===== config.mk =====
export PLATFORM = sky130hd
export DESIGN_NAME = spi_flash_trace_record_decoder_flat
export DESIGN_NICKNAME = d
export VERILOG_FILES = /design/src/rtl/sftrd_pkg.sv /design/src/rtl/sftrd_in_if.sv /design/src/rtl/sftrd_out_if.sv /design/src/rtl/sftrd_front.sv /design/src/rtl/sftrd_queue.sv /design/src/rtl/sftrd_back.sv /design/src/rtl/spi_flash_trace_record_decoder.sv /design/src/flat_wrapper.sv
export SDC_FILE = /design/constraint.sdc
export NUM_CORES = 1
export LEC_CHECK = 0
export CAP_MARGIN = 20
export CORE_MARGIN = 2
export CORE_UTILIZATION = 57
export DETAILED_ROUTE_END_ITERATION = 8
export DONT_BUFFER_PORTS = 1
export GPL_TIMING_DRIVEN = 0
export PLACE_DENSITY = 0.86
export SYNTH_ARGS = -nofsm -noshare
export SYNTH_HDL_FRONTEND = slang
export SYNTH_SLANG_ARGS = --single-unit

===== constraint.sdc =====
create_clock -name clk -period 11.7 [get_ports clk]
set_input_delay 1.17 -clock clk [delete_from_list [all_inputs] [get_ports clk]]
set_output_delay 1.17 -clock clk [all_outputs]
set_load 0.01 [all_outputs]

===== src/rtl/sftrd_pkg.sv =====
package sftrd_pkg;

  localparam logic [7:0] TS_ID         = 8'hff;
  localparam logic [3:0] UNKNOWN_ENTRY = 4'd13;
  localparam logic [3:0] WRDI_ENTRY    = 4'd3;
  localparam logic [2:0] BYTES_PER_REC = 3'd6;
  localparam int         QUEUE_DEPTH_DEF = 4;

  localparam logic [7:0] OP_TABLE [14] = '{
    8'h01, 8'h02, 8'h03, 8'h04, 8'h05, 8'h06, 8'h0b,
    8'h11, 8'h3b, 8'h60, 8'h9f, 8'hc7, 8'hd8, 8'hff
  };
  localparam logic       OP_ADDR  [14] = '{
    1'b0, 1'b1, 1'b1, 1'b0, 1'b0, 1'b0, 1'b1, 1'b0, 1'b1, 1'b0, 1'b0, 1'b0, 1'b1, 1'b0
  };
  localparam logic [1:0] OP_PAD   [14] = '{
    2'd0, 2'd0, 2'd0, 2'd0, 2'd0, 2'd0, 2'd1, 2'd0, 2'd2, 2'd0, 2'd0, 2'd0, 2'd0, 2'd0
  };

  typedef struct packed {
    logic [7:0]      record_id;
    logic [7:0]      record_pos;
    logic [5:0][7:0] payload;
  } rec_t;

  typedef struct packed {
    logic            has_hdr;
    logic [7:0]      opcode;
    logic [3:0]      entry;
    logic [31:0]     cmd_num;
    logic [47:0]     elapsed;
    logic [23:0]     addr;
    logic [2:0]      j_start;
    logic [2:0]      j_end;
    logic [5:0][7:0] bytes;
  } job_t;

  typedef struct packed {
    logic        kind;
    logic [31:0] command_number;
    logic [7:0]  opcode;
    logic [3:0]  table_index;
    logic [47:0] elapsed_time;
    logic        has_address;
    logic [31:0] byte_address;
    logic [7:0]  data_byte;
    logic [3:0]  column;
    logic        last;
  } res_t;

  function automatic logic [3:0] lookup_entry(input logic [7:0] op);
    logic [3:0] e;
    e = UNKNOWN_ENTRY;
    for (int k = 12; k >= 0; k--) begin
      if (OP_TABLE[k] == op) e = 4'(k);
    end
    return e;
  endfunction

endpackage


===== src/rtl/sftrd_in_if.sv =====
interface sftrd_in_if;
  logic       valid;
  logic       ready;
  logic [7:0] record_id;
  logic [7:0] record_pos;
  logic [7:0] payload_0;
  logic [7:0] payload_1;
  logic [7:0] payload_2;
  logic [7:0] payload_3;
  logic [7:0] payload_4;
  logic [7:0] payload_5;

  modport source (
    output valid, record_id, record_pos,
           payload_0, payload_1, payload_2, payload_3, payload_4, payload_5,
    input  ready
  );
  modport sink (
    input  valid, record_id, record_pos,
           payload_0, payload_1, payload_2, payload_3, payload_4, payload_5,
    output ready
  );
endinterface


===== src/rtl/sftrd_out_if.sv =====
interface sftrd_out_if;
  logic        valid;
  logic        ready;
  logic        kind;
  logic [31:0] command_number;
  logic [7:0]  opcode;
  logic [3:0]  table_index;
  logic [47:0] elapsed_time;
  logic        has_address;
  logic [31:0] byte_address;
  logic [7:0]  data_byte;
  logic [3:0]  column;
  logic        last;

  modport source (
    output valid, kind, command_number, opcode, table_index, elapsed_time,
           has_address, byte_address, data_byte, column, last,
    input  ready
  );
  modport sink (
    input  valid, kind, command_number, opcode, table_index, elapsed_time,
           has_address, byte_address, data_byte, column, last,
    output ready
  );
endinterface


===== src/rtl/sftrd_front.sv =====
module sftrd_front
  import sftrd_pkg::*;
(
  input  logic clk,
  input  logic rst_n,
  input  logic in_valid,
  output logic in_ready,
  input  rec_t in_rec,
  input  logic q_full,
  output logic q_push,
  output job_t q_job
);

  logic [7:0]  cur_id_r;
  logic [7:0]  pos_mark_r;
  logic [31:0] cmd_cnt_r;
  logic [47:0] last_ts_r;
  logic [47:0] start_ts_r;
  logic [3:0]  entry_r;
  logic [2:0]  pad_carry_r;

  logic        accept;
  logic        is_ts;
  logic        new_cmd;
  logic [3:0]  entry_nxt;
  logic        has_addr;
  logic [2:0]  skip;
  logic [2:0]  j0;
  logic [2:0]  pad_carry_nxt;
  logic [7:0]  mark;
  logic [7:0]  diff;
  logic [2:0]  blk_len;
  logic [31:0] cmd_cnt_nxt;
  logic [47:0] start_ts_nxt;

  assign in_ready = !q_full;
  assign accept   = in_valid && in_ready;

  always_comb begin
    is_ts     = (in_rec.record_id == TS_ID);
    new_cmd   = !is_ts && (in_rec.record_id != cur_id_r);
    entry_nxt = new_cmd ? lookup_entry(in_rec.payload[0]) : entry_r;
    has_addr  = OP_ADDR[entry_nxt];
    skip      = 3'd4 + {1'b0, OP_PAD[entry_nxt]};
    pad_carry_nxt = 3'd0;
    if (new_cmd) begin
      if (has_addr) begin
        if (skip > BYTES_PER_REC) begin
          j0            = BYTES_PER_REC;
          pad_carry_nxt = skip - BYTES_PER_REC;
        end else begin
          j0 = skip;
        end
      end else begin
        j0 = 3'd1;
      end
    end else begin
      j0 = pad_carry_r;
    end
    mark = new_cmd ? 8'd0 : pos_mark_r;
    diff = in_rec.record_pos - mark;
    // position delta is in eighths of a byte; clamp covers the over-read
    blk_len = (diff[7:3] > {2'b00, BYTES_PER_REC}) ? BYTES_PER_REC : diff[5:3];
    cmd_cnt_nxt  = new_cmd ? cmd_cnt_r + 32'd1 : cmd_cnt_r;
    start_ts_nxt = (new_cmd && cmd_cnt_r == 32'd0) ? last_ts_r : start_ts_r;
  end

  always_comb begin
    q_push        = accept && !is_ts && (new_cmd || (j0 < blk_len));
    q_job.has_hdr = new_cmd;
    q_job.opcode  = in_rec.payload[0];
    q_job.entry   = entry_nxt;
    q_job.cmd_num = cmd_cnt_nxt;
    q_job.elapsed = last_ts_r - start_ts_nxt;
    q_job.addr    = {in_rec.payload[1], in_rec.payload[2], in_rec.payload[3]};
    q_job.j_start = j0;
    q_job.j_end   = blk_len;
    q_job.bytes   = in_rec.payload;
  end

  always_ff @(posedge clk) begin
    if (!rst_n) begin
      cur_id_r    <= TS_ID;
      pos_mark_r  <= 8'd0;
      cmd_cnt_r   <= 32'd0;
      last_ts_r   <= 48'd0;
      start_ts_r  <= 48'd0;
      entry_r     <= WRDI_ENTRY;
      pad_carry_r <= 3'd0;
    end else if (accept) begin
      if (is_ts) begin
        last_ts_r   <= {in_rec.payload[0], in_rec.payload[1], in_rec.payload[2],
                        in_rec.payload[3], in_rec.payload[4], in_rec.payload[5]};
        pad_carry_r <= 3'd0;
      end else begin
        cur_id_r    <= in_rec.record_id;
        entry_r     <= entry_nxt;
        cmd_cnt_r   <= cmd_cnt_nxt;
        start_ts_r  <= start_ts_nxt;
        pad_carry_r <= pad_carry_nxt;
        pos_mark_r  <= in_rec.record_pos + 8'h10;
      end
    end
  end

endmodule


===== src/rtl/sftrd_queue.sv =====
module sftrd_queue
  import sftrd_pkg::*;
#(
  parameter int DEPTH = QUEUE_DEPTH_DEF
) (
  input  logic clk,
  input  logic rst_n,
  input  logic push,
  input  job_t push_job,
  output logic full,
  input  logic pop,
  output logic q_valid,
  output job_t q_job
);

  localparam int PW = (DEPTH > 1) ? $clog2(DEPTH) : 1;
  localparam int CW = $clog2(DEPTH + 1);

  job_t          mem_r [DEPTH];
  logic [PW-1:0] wr_ptr_r;
  logic [PW-1:0] rd_ptr_r;
  logic [CW-1:0] count_r;

  assign full    = (count_r == CW'(DEPTH));
  assign q_valid = (count_r != '0);
  assign q_job   = mem_r[rd_ptr_r];

  always_ff @(posedge clk) begin
    if (push) mem_r[wr_ptr_r] <= push_job;
  end

  always_ff @(posedge clk) begin
    if (!rst_n) begin
      wr_ptr_r <= '0;
      rd_ptr_r <= '0;
      count_r  <= '0;
    end else begin
      if (push) wr_ptr_r <= (wr_ptr_r == PW'(DEPTH - 1)) ? '0 : wr_ptr_r + 1'b1;
      if (pop)  rd_ptr_r <= (rd_ptr_r == PW'(DEPTH - 1)) ? '0 : rd_ptr_r + 1'b1;
      if (push && !pop)      count_r <= count_r + 1'b1;
      else if (pop && !push) count_r <= count_r - 1'b1;
    end
  end

endmodule


===== src/rtl/sftrd_back.sv =====
module sftrd_back
  import sftrd_pkg::*;
(
  input  logic        clk,
  input  logic        rst_n,
  input  logic        cfg_we,
  input  logic [31:0] cfg_wdata,
  input  logic        q_valid,
  input  job_t        q_job,
  output logic        q_pop,
  output logic        out_valid,
  input  logic        out_ready,
  output res_t        out_res
);

  logic [31:0] offset_r;
  logic        busy_r;
  job_t        job_r;
  logic [2:0]  j_r;
  logic        hdr_pend_r;
  logic [31:0] line_addr_r;
  logic [3:0]  line_col_r;
  logic        out_valid_r;
  res_t        out_r;

  logic        has_addr;
  logic        is_last;
  logic        fire;
  logic [31:0] addr_base;
  logic [3:0]  col_inc;
  res_t        res;

  always_comb begin
    has_addr  = OP_ADDR[job_r.entry];
    is_last   = hdr_pend_r ? (job_r.j_start >= job_r.j_end)
                           : (({1'b0, j_r} + 4'd1) >= {1'b0, job_r.j_end});
    fire      = busy_r && (!out_valid_r || out_ready);
    q_pop     = q_valid && (!busy_r || (fire && is_last));
    addr_base = hdr_pend_r ? {8'h00, job_r.addr} : line_addr_r + {28'h0, line_col_r};
    col_inc   = line_col_r + 4'd1;

    res.kind           = !hdr_pend_r;
    res.command_number = job_r.cmd_num;
    res.opcode         = hdr_pend_r ? job_r.opcode : OP_TABLE[job_r.entry];
    res.table_index    = job_r.entry;
    res.elapsed_time   = job_r.elapsed;
    res.has_address    = has_addr;
    res.byte_address   = has_addr ? offset_r + addr_base : 32'd0;
    res.data_byte      = hdr_pend_r ? 8'd0 : job_r.bytes[j_r];
    res.column         = hdr_pend_r ? 4'd0 : line_col_r;
    res.last           = is_last;
  end

  assign out_valid = out_valid_r;
  assign out_res   = out_r;

  always_ff @(posedge clk) begin
    if (fire) out_r <= res;
    if (busy_r && !hdr_pend_r && !fire) job_r <= job_r;
    if (q_pop) job_r <= q_job;
  end

  always_ff @(posedge clk) begin
    if (!rst_n) begin
      offset_r    <= 32'd0;
      busy_r      <= 1'b0;
      j_r         <= 3'd0;
      hdr_pend_r  <= 1'b0;
      line_addr_r <= 32'd0;
      line_col_r  <= 4'd0;
      out_valid_r <= 1'b0;
    end else begin
      if (cfg_we) offset_r <= cfg_wdata;

      if (fire) out_valid_r <= 1'b1;
      else if (out_ready) out_valid_r <= 1'b0;

      if (fire) begin
        if (hdr_pend_r) begin
          line_col_r <= 4'd0;
          if (has_addr) line_addr_r <= {8'h00, job_r.addr};
        end else begin
          line_col_r <= col_inc;
          // next 16-byte line
          if (col_inc == 4'd0 && has_addr) line_addr_r <= line_addr_r + 32'd16;
        end
      end

      if (q_pop) begin
        busy_r     <= 1'b1;
        j_r        <= q_job.j_start;
        hdr_pend_r <= q_job.has_hdr;
      end else if (fire) begin
        if (is_last) busy_r <= 1'b0;
        if (hdr_pend_r) hdr_pend_r <= 1'b0;
        else j_r <= j_r + 3'd1;
      end
    end
  end

endmodule


===== src/rtl/spi_flash_trace_record_decoder.sv =====
// The first result of a record passes through the queue, the back-end job register
// and the output register. Throughput: one result per cycle on the output while
// out_ready is high; a record yields header plus data bytes, up to 6 results.
// Records that yield nothing (timestamps, empty data) push nothing into the queue.
// Reset (rst_n low, synchronous) clears the queue, command state and address offset.
module spi_flash_trace_record_decoder
  import sftrd_pkg::*;
#(
  parameter int QUEUE_DEPTH = QUEUE_DEPTH_DEF
) (
  input  logic        clk,
  input  logic        rst_n,
  sftrd_in_if.sink    in_rec,
  sftrd_out_if.source out_res,
  input  logic        cfg_we,
  input  logic [31:0] cfg_wdata
);

  rec_t rec;
  job_t push_job;
  job_t q_job;
  res_t res;
  logic q_push;
  logic q_full;
  logic q_pop;
  logic q_valid;
  logic in_ready;
  logic out_valid;

  always_comb begin
    rec.record_id  = in_rec.record_id;
    rec.record_pos = in_rec.record_pos;
    rec.payload    = {in_rec.payload_5, in_rec.payload_4, in_rec.payload_3,
                      in_rec.payload_2, in_rec.payload_1, in_rec.payload_0};
  end

  assign in_rec.ready = in_ready;

  sftrd_front u_front (
    .clk      (clk),
    .rst_n    (rst_n),
    .in_valid (in_rec.valid),
    .in_ready (in_ready),
    .in_rec   (rec),
    .q_full   (q_full),
    .q_push   (q_push),
    .q_job    (push_job)
  );

  sftrd_queue #(
    .DEPTH (QUEUE_DEPTH)
  ) u_queue (
    .clk      (clk),
    .rst_n    (rst_n),
    .push     (q_push),
    .push_job (push_job),
    .full     (q_full),
    .pop      (q_pop),
    .q_valid  (q_valid),
    .q_job    (q_job)
  );

  sftrd_back u_back (
    .clk       (clk),
    .rst_n     (rst_n),
    .cfg_we    (cfg_we),
    .cfg_wdata (cfg_wdata),
    .q_valid   (q_valid),
    .q_job     (q_job),
    .q_pop     (q_pop),
    .out_valid (out_valid),
    .out_ready (out_res.ready),
    .out_res   (res)
  );

  assign out_res.valid          = out_valid;
  assign out_res.kind           = res.kind;
  assign out_res.command_number = res.command_number;
  assign out_res.opcode         = res.opcode;
  assign out_res.table_index    = res.table_index;
  assign out_res.elapsed_time   = res.elapsed_time;
  assign out_res.has_address    = res.has_address;
  assign out_res.byte_address   = res.byte_address;
  assign out_res.data_byte      = res.data_byte;
  assign out_res.column         = res.column;
  assign out_res.last           = res.last;

  a_push_not_full: assert property (@(posedge clk) disable iff (!rst_n)
    q_push |-> !q_full)
    else $error("queue write while full");

  a_pop_not_empty: assert property (@(posedge clk) disable iff (!rst_n)
    q_pop |-> q_valid)
    else $error("queue read while empty");

  a_ready_after_reset: assert property (@(posedge clk)
    !rst_n |=> in_ready)
    else $error("input not ready after reset");

endmodule

===== src/flat_wrapper.sv =====
// flat-port wrapper written by rule: the top's interface ports become plain ports
module spi_flash_trace_record_decoder_flat import sftrd_pkg::*;
#(
  parameter int QUEUE_DEPTH = QUEUE_DEPTH_DEF
)
  (clk, rst_n, cfg_we, cfg_wdata, in_rec_valid, in_rec_record_id, in_rec_record_pos, in_rec_payload_0, in_rec_payload_1, in_rec_payload_2, in_rec_payload_3, in_rec_payload_4, in_rec_payload_5, in_rec_ready, out_res_valid, out_res_kind, out_res_command_number, out_res_opcode, out_res_table_index, out_res_elapsed_time, out_res_has_address, out_res_byte_address, out_res_data_byte, out_res_column, out_res_last, out_res_ready);
  sftrd_in_if in_rec_i ();
  sftrd_out_if out_res_i ();
  input  logic clk;
  input  logic rst_n;
  input  logic cfg_we;
  input  logic [31:0] cfg_wdata;
  input wire logic [$bits(in_rec_i.valid)-1:0] in_rec_valid;
  input wire logic [$bits(in_rec_i.record_id)-1:0] in_rec_record_id;
  input wire logic [$bits(in_rec_i.record_pos)-1:0] in_rec_record_pos;
  input wire logic [$bits(in_rec_i.payload_0)-1:0] in_rec_payload_0;
  input wire logic [$bits(in_rec_i.payload_1)-1:0] in_rec_payload_1;
  input wire logic [$bits(in_rec_i.payload_2)-1:0] in_rec_payload_2;
  input wire logic [$bits(in_rec_i.payload_3)-1:0] in_rec_payload_3;
  input wire logic [$bits(in_rec_i.payload_4)-1:0] in_rec_payload_4;
  input wire logic [$bits(in_rec_i.payload_5)-1:0] in_rec_payload_5;
  output wire logic [$bits(in_rec_i.ready)-1:0] in_rec_ready;
  output wire logic [$bits(out_res_i.valid)-1:0] out_res_valid;
  output wire logic [$bits(out_res_i.kind)-1:0] out_res_kind;
  output wire logic [$bits(out_res_i.command_number)-1:0] out_res_command_number;
  output wire logic [$bits(out_res_i.opcode)-1:0] out_res_opcode;
  output wire logic [$bits(out_res_i.table_index)-1:0] out_res_table_index;
  output wire logic [$bits(out_res_i.elapsed_time)-1:0] out_res_elapsed_time;
  output wire logic [$bits(out_res_i.has_address)-1:0] out_res_has_address;
  output wire logic [$bits(out_res_i.byte_address)-1:0] out_res_byte_address;
  output wire logic [$bits(out_res_i.data_byte)-1:0] out_res_data_byte;
  output wire logic [$bits(out_res_i.column)-1:0] out_res_column;
  output wire logic [$bits(out_res_i.last)-1:0] out_res_last;
  input wire logic [$bits(out_res_i.ready)-1:0] out_res_ready;
  assign in_rec_i.valid = in_rec_valid;
  assign in_rec_i.record_id = in_rec_record_id;
  assign in_rec_i.record_pos = in_rec_record_pos;
  assign in_rec_i.payload_0 = in_rec_payload_0;
  assign in_rec_i.payload_1 = in_rec_payload_1;
  assign in_rec_i.payload_2 = in_rec_payload_2;
  assign in_rec_i.payload_3 = in_rec_payload_3;
  assign in_rec_i.payload_4 = in_rec_payload_4;
  assign in_rec_i.payload_5 = in_rec_payload_5;
  assign in_rec_ready = in_rec_i.ready;
  assign out_res_valid = out_res_i.valid;
  assign out_res_kind = out_res_i.kind;
  assign out_res_command_number = out_res_i.command_number;
  assign out_res_opcode = out_res_i.opcode;
  assign out_res_table_index = out_res_i.table_index;
  assign out_res_elapsed_time = out_res_i.elapsed_time;
  assign out_res_has_address = out_res_i.has_address;
  assign out_res_byte_address = out_res_i.byte_address;
  assign out_res_data_byte = out_res_i.data_byte;
  assign out_res_column = out_res_i.column;
  assign out_res_last = out_res_i.last;
  assign out_res_i.ready = out_res_ready;
  spi_flash_trace_record_decoder #(.QUEUE_DEPTH(QUEUE_DEPTH)) u_core (.clk(clk), .rst_n(rst_n), .in_rec(in_rec_i), .out_res(out_res_i), .cfg_we(cfg_we), .cfg_wdata(cfg_wdata));
endmodule

==> run metrics <==
post-CTS setup buffer count 0; CP Launch Type input pin; outcome completed; most frequent cells in the layout edfxtp_1, nand2_1, nor2_1; number of global-route vias before repair 27700; cell count after synthesis 3191; Starting Density 0.573; Max VDD drop 155 µV; register area share after synthesis 0.659; overall power 12400 µW; Syn-to-layout area delta 12.2%; Root Buffer clkbuf_16; Synth Flop Type edfxtp_1; dominant cells by area after synthesis edfxtp_1, dfxtp_1, mux4_2; drt total wl 112 mm; net count after synthesis 3411; top cell type's share of synthesized area 0.555; Final Util 0.643; Die W 285 µm; max incr delay on CP 780 ps; Post-synth EDFFs 833; overall routing resource usage 0.270; Die Y 285 µm; cell taking the most area after synthesis edfxtp_1; Fillers 5331; Top Ports 242; Hold Fails Final Rpt 0; Clock Sinks 1066; CP max FO 24; CTS tree yes; Reg clk slew, reported paths 60 ps; Tcrit/Tclk final 0.615; setup violators final 0; Ys Warns 0; synth unique cells 83; Slew HR 0.318; Setup Skew 57.7 ps; Die ar. 81300 µm²; largest net degree at the start of global routing 73; Starting DRT DRC Count 3037; cts-stage hold buffer count 0; initial antenna violation count 3; Critical Path RT 12090 ps; Max stage delay cell, worst path o41ai_1; Pins Over Slew Limit 0; Skew-Pair Late Insertion Delay 710 ps; WP buf/inv 5; Post-Syn Area 45100 µm²; placeable core region 78600 µm²; register bit total from synthesis 1066; drt wl/cell 25.1 µm; Bufs on Longest Clock Path 3; total power per unit cell area 245 nW/µm²; Vias 28100; maxcap violations 0; crit-path leading delay family simple AND/OR/NAND/NOR gates; Pre-antenna DRT Iters 7; static leakage 0.0175 µW; Peak Freq 0.139 GHz; fin area 50600 µm²; Setup crit end kind register; RSZ-0062 raised after global routing no; FP Rows 103; total gr overflow 0; Worst-Margin Slew 1020 ps; crit path DAT 7590 ps; DRC Markers 0; layout cells sized above 1 0.119; Post-Route Setup TNS 0 ps; Nets 3547; first-pass GRT wire length 167 mm; CTS Buf Count 103; H-tree levels 3; Post-DP Area 47000 µm²; Gates resized, CTS repair 0; commonest non-fill, non-tap cell in the layout edfxtp_1; gpl congestion 0.940; critical path class in -> reg; Port Buffers 0; Fin Hold WS 415 ps; Avg Inst Size Synth 14.1 µm²; CP Cell Sequence xnor2_1 -> nand4_1 -> o21ai_4 -> clkbuf_8 -> clkbuf_1 -> nand2_1 -> ha_1 -> nor4b_1 -> a211o_1 -> nand2_1 -> o41ai_1 -> and2_1 -> ha_1 -> o31ai_1 -> nor2_2 -> nor2b_4 -> buf_12 -> buf_16 -> buf_16; fin crit period 7200 ps; hpwl dp 74.3 mm; antenna viol nets, final 0; worst hold path type reg -> reg; Async SR Flop Fraction 0; vias per cell 6.28
==> registers in the layout, indices dropped and copies added (netlist names), 4 cells and up, named ones only <==
register	flops
u_core.u_back.job_r	138
u_core.u_back.line_col_r	4
u_core.u_back.offset_r	32
u_core.u_front.entry_r	4
u_core.u_queue.mem_r	556
u_core.u_front.cmd_cnt_r	32
u_core.u_front.pos_mark_r	8
u_core.u_back.out_res	139
u_core.u_front.last_ts_r	48
u_core.u_front.start_ts_r	48
u_core.u_back.line_addr_r	32
u_core.u_front.cur_id_r	8
==> cells in the mapped netlist, types with 29 or more instances <==
cell type  count
mux2i_1       92
xnor2_1      104
xor2_1        70
mux4_2       147
and2_1        29
nand3_1       68
a21o_1        40
nor2_1       274
edfxtp_1     833
clkbuf_1     100
a211oi_1      63
nor3_1        47
o21ai_0      103
nand2_1      280
ha_1         115
inv_1         57
a21oi_1      178
buf_1         36
dfxtp_1      233
==> logic make-up (layout without fill, tap and decap cells) <==
| logic type | count (synthesis) | count (layout) | synth area share |
|---|---|---|---|
| AOI/OAI and AO/OA | 512 | 512 | 0.0709 |
| xor gates and xnor gates | 175 | 175 | 0.0343 |
| adders and majority gates | 119 | 119 | 0.0337 |
| buffers and inverters | 216 | 443 | 0.0192 |
| DFF | 1066 | 1066 | 0.659 |
| muxes | 255 | 255 | 0.0981 |
| other | 0 | 1 | 0 |
| and+or+nand+nor | 848 | 848 | 0.0852 |
==> cell type report <==
class                      count  area, µm²  area share
sequential                  1066      29700       0.587
multi-input combinational   1909      14600       0.288
clock buffer                 125       2730      0.0540
tap                         1050       1310      0.0260
clock inverter                71        779      0.0154
buffer                       154        634      0.0125
timing repair buffer          31        618      0.0122
inverter                      62        238     0.00470
antenna                        1       2.50   0.0000495
==> report_power, final <==
group	switching [µW]	total, µW	internal, µW
sequential	494	5980	5490
combinational	1880	2990	1110
clock	1480	3410	1930
==> layer usage <==
| layer | up-vias | GRT usage | part of all wire |
|---|---|---|---|
| li1 | 12300 | - | - |
| met1 | 13900 | 0.346 | 0.37 |
| met2 | 1544 | 0.436 | 0.48 |
| met3 | 366 | 0.0627 | 0.095 |
| met4 | 2 | 0.135 | 0.053 |
| met5 | - | 0 | 0.00012 |
==> path summary, 6_finish.rpt <==
path | startpoint | endpoint | slack [ps] | cells past startpoint
hold / removal | u_core.u_back.job_r[154] | u_core.u_back.out_res[134] | 420 | 0
hold reg to reg | u_core.u_back.job_r[154] | u_core.u_back.out_res[134] | 420 | 0
setup / recovery | in_rec_record_id[2] | u_core.u_queue.mem_r[2][106] | 4500 | 19
setup reg to reg | u_core.u_front.cur_id_r[2] | u_core.u_queue.mem_r[2][106] | 4620 | 19
==> stage by stage <==
step           worst slack [ps]  instances
2_1_floorplan               423       3191
3_3_place_gp              -5110       4241
3_5_place_dp               4340       4270
4_1_cts                    4840       4466
5_1_grt                    4090       4469
6_report                   4500       4469
(Power assumes the default switching activity.)
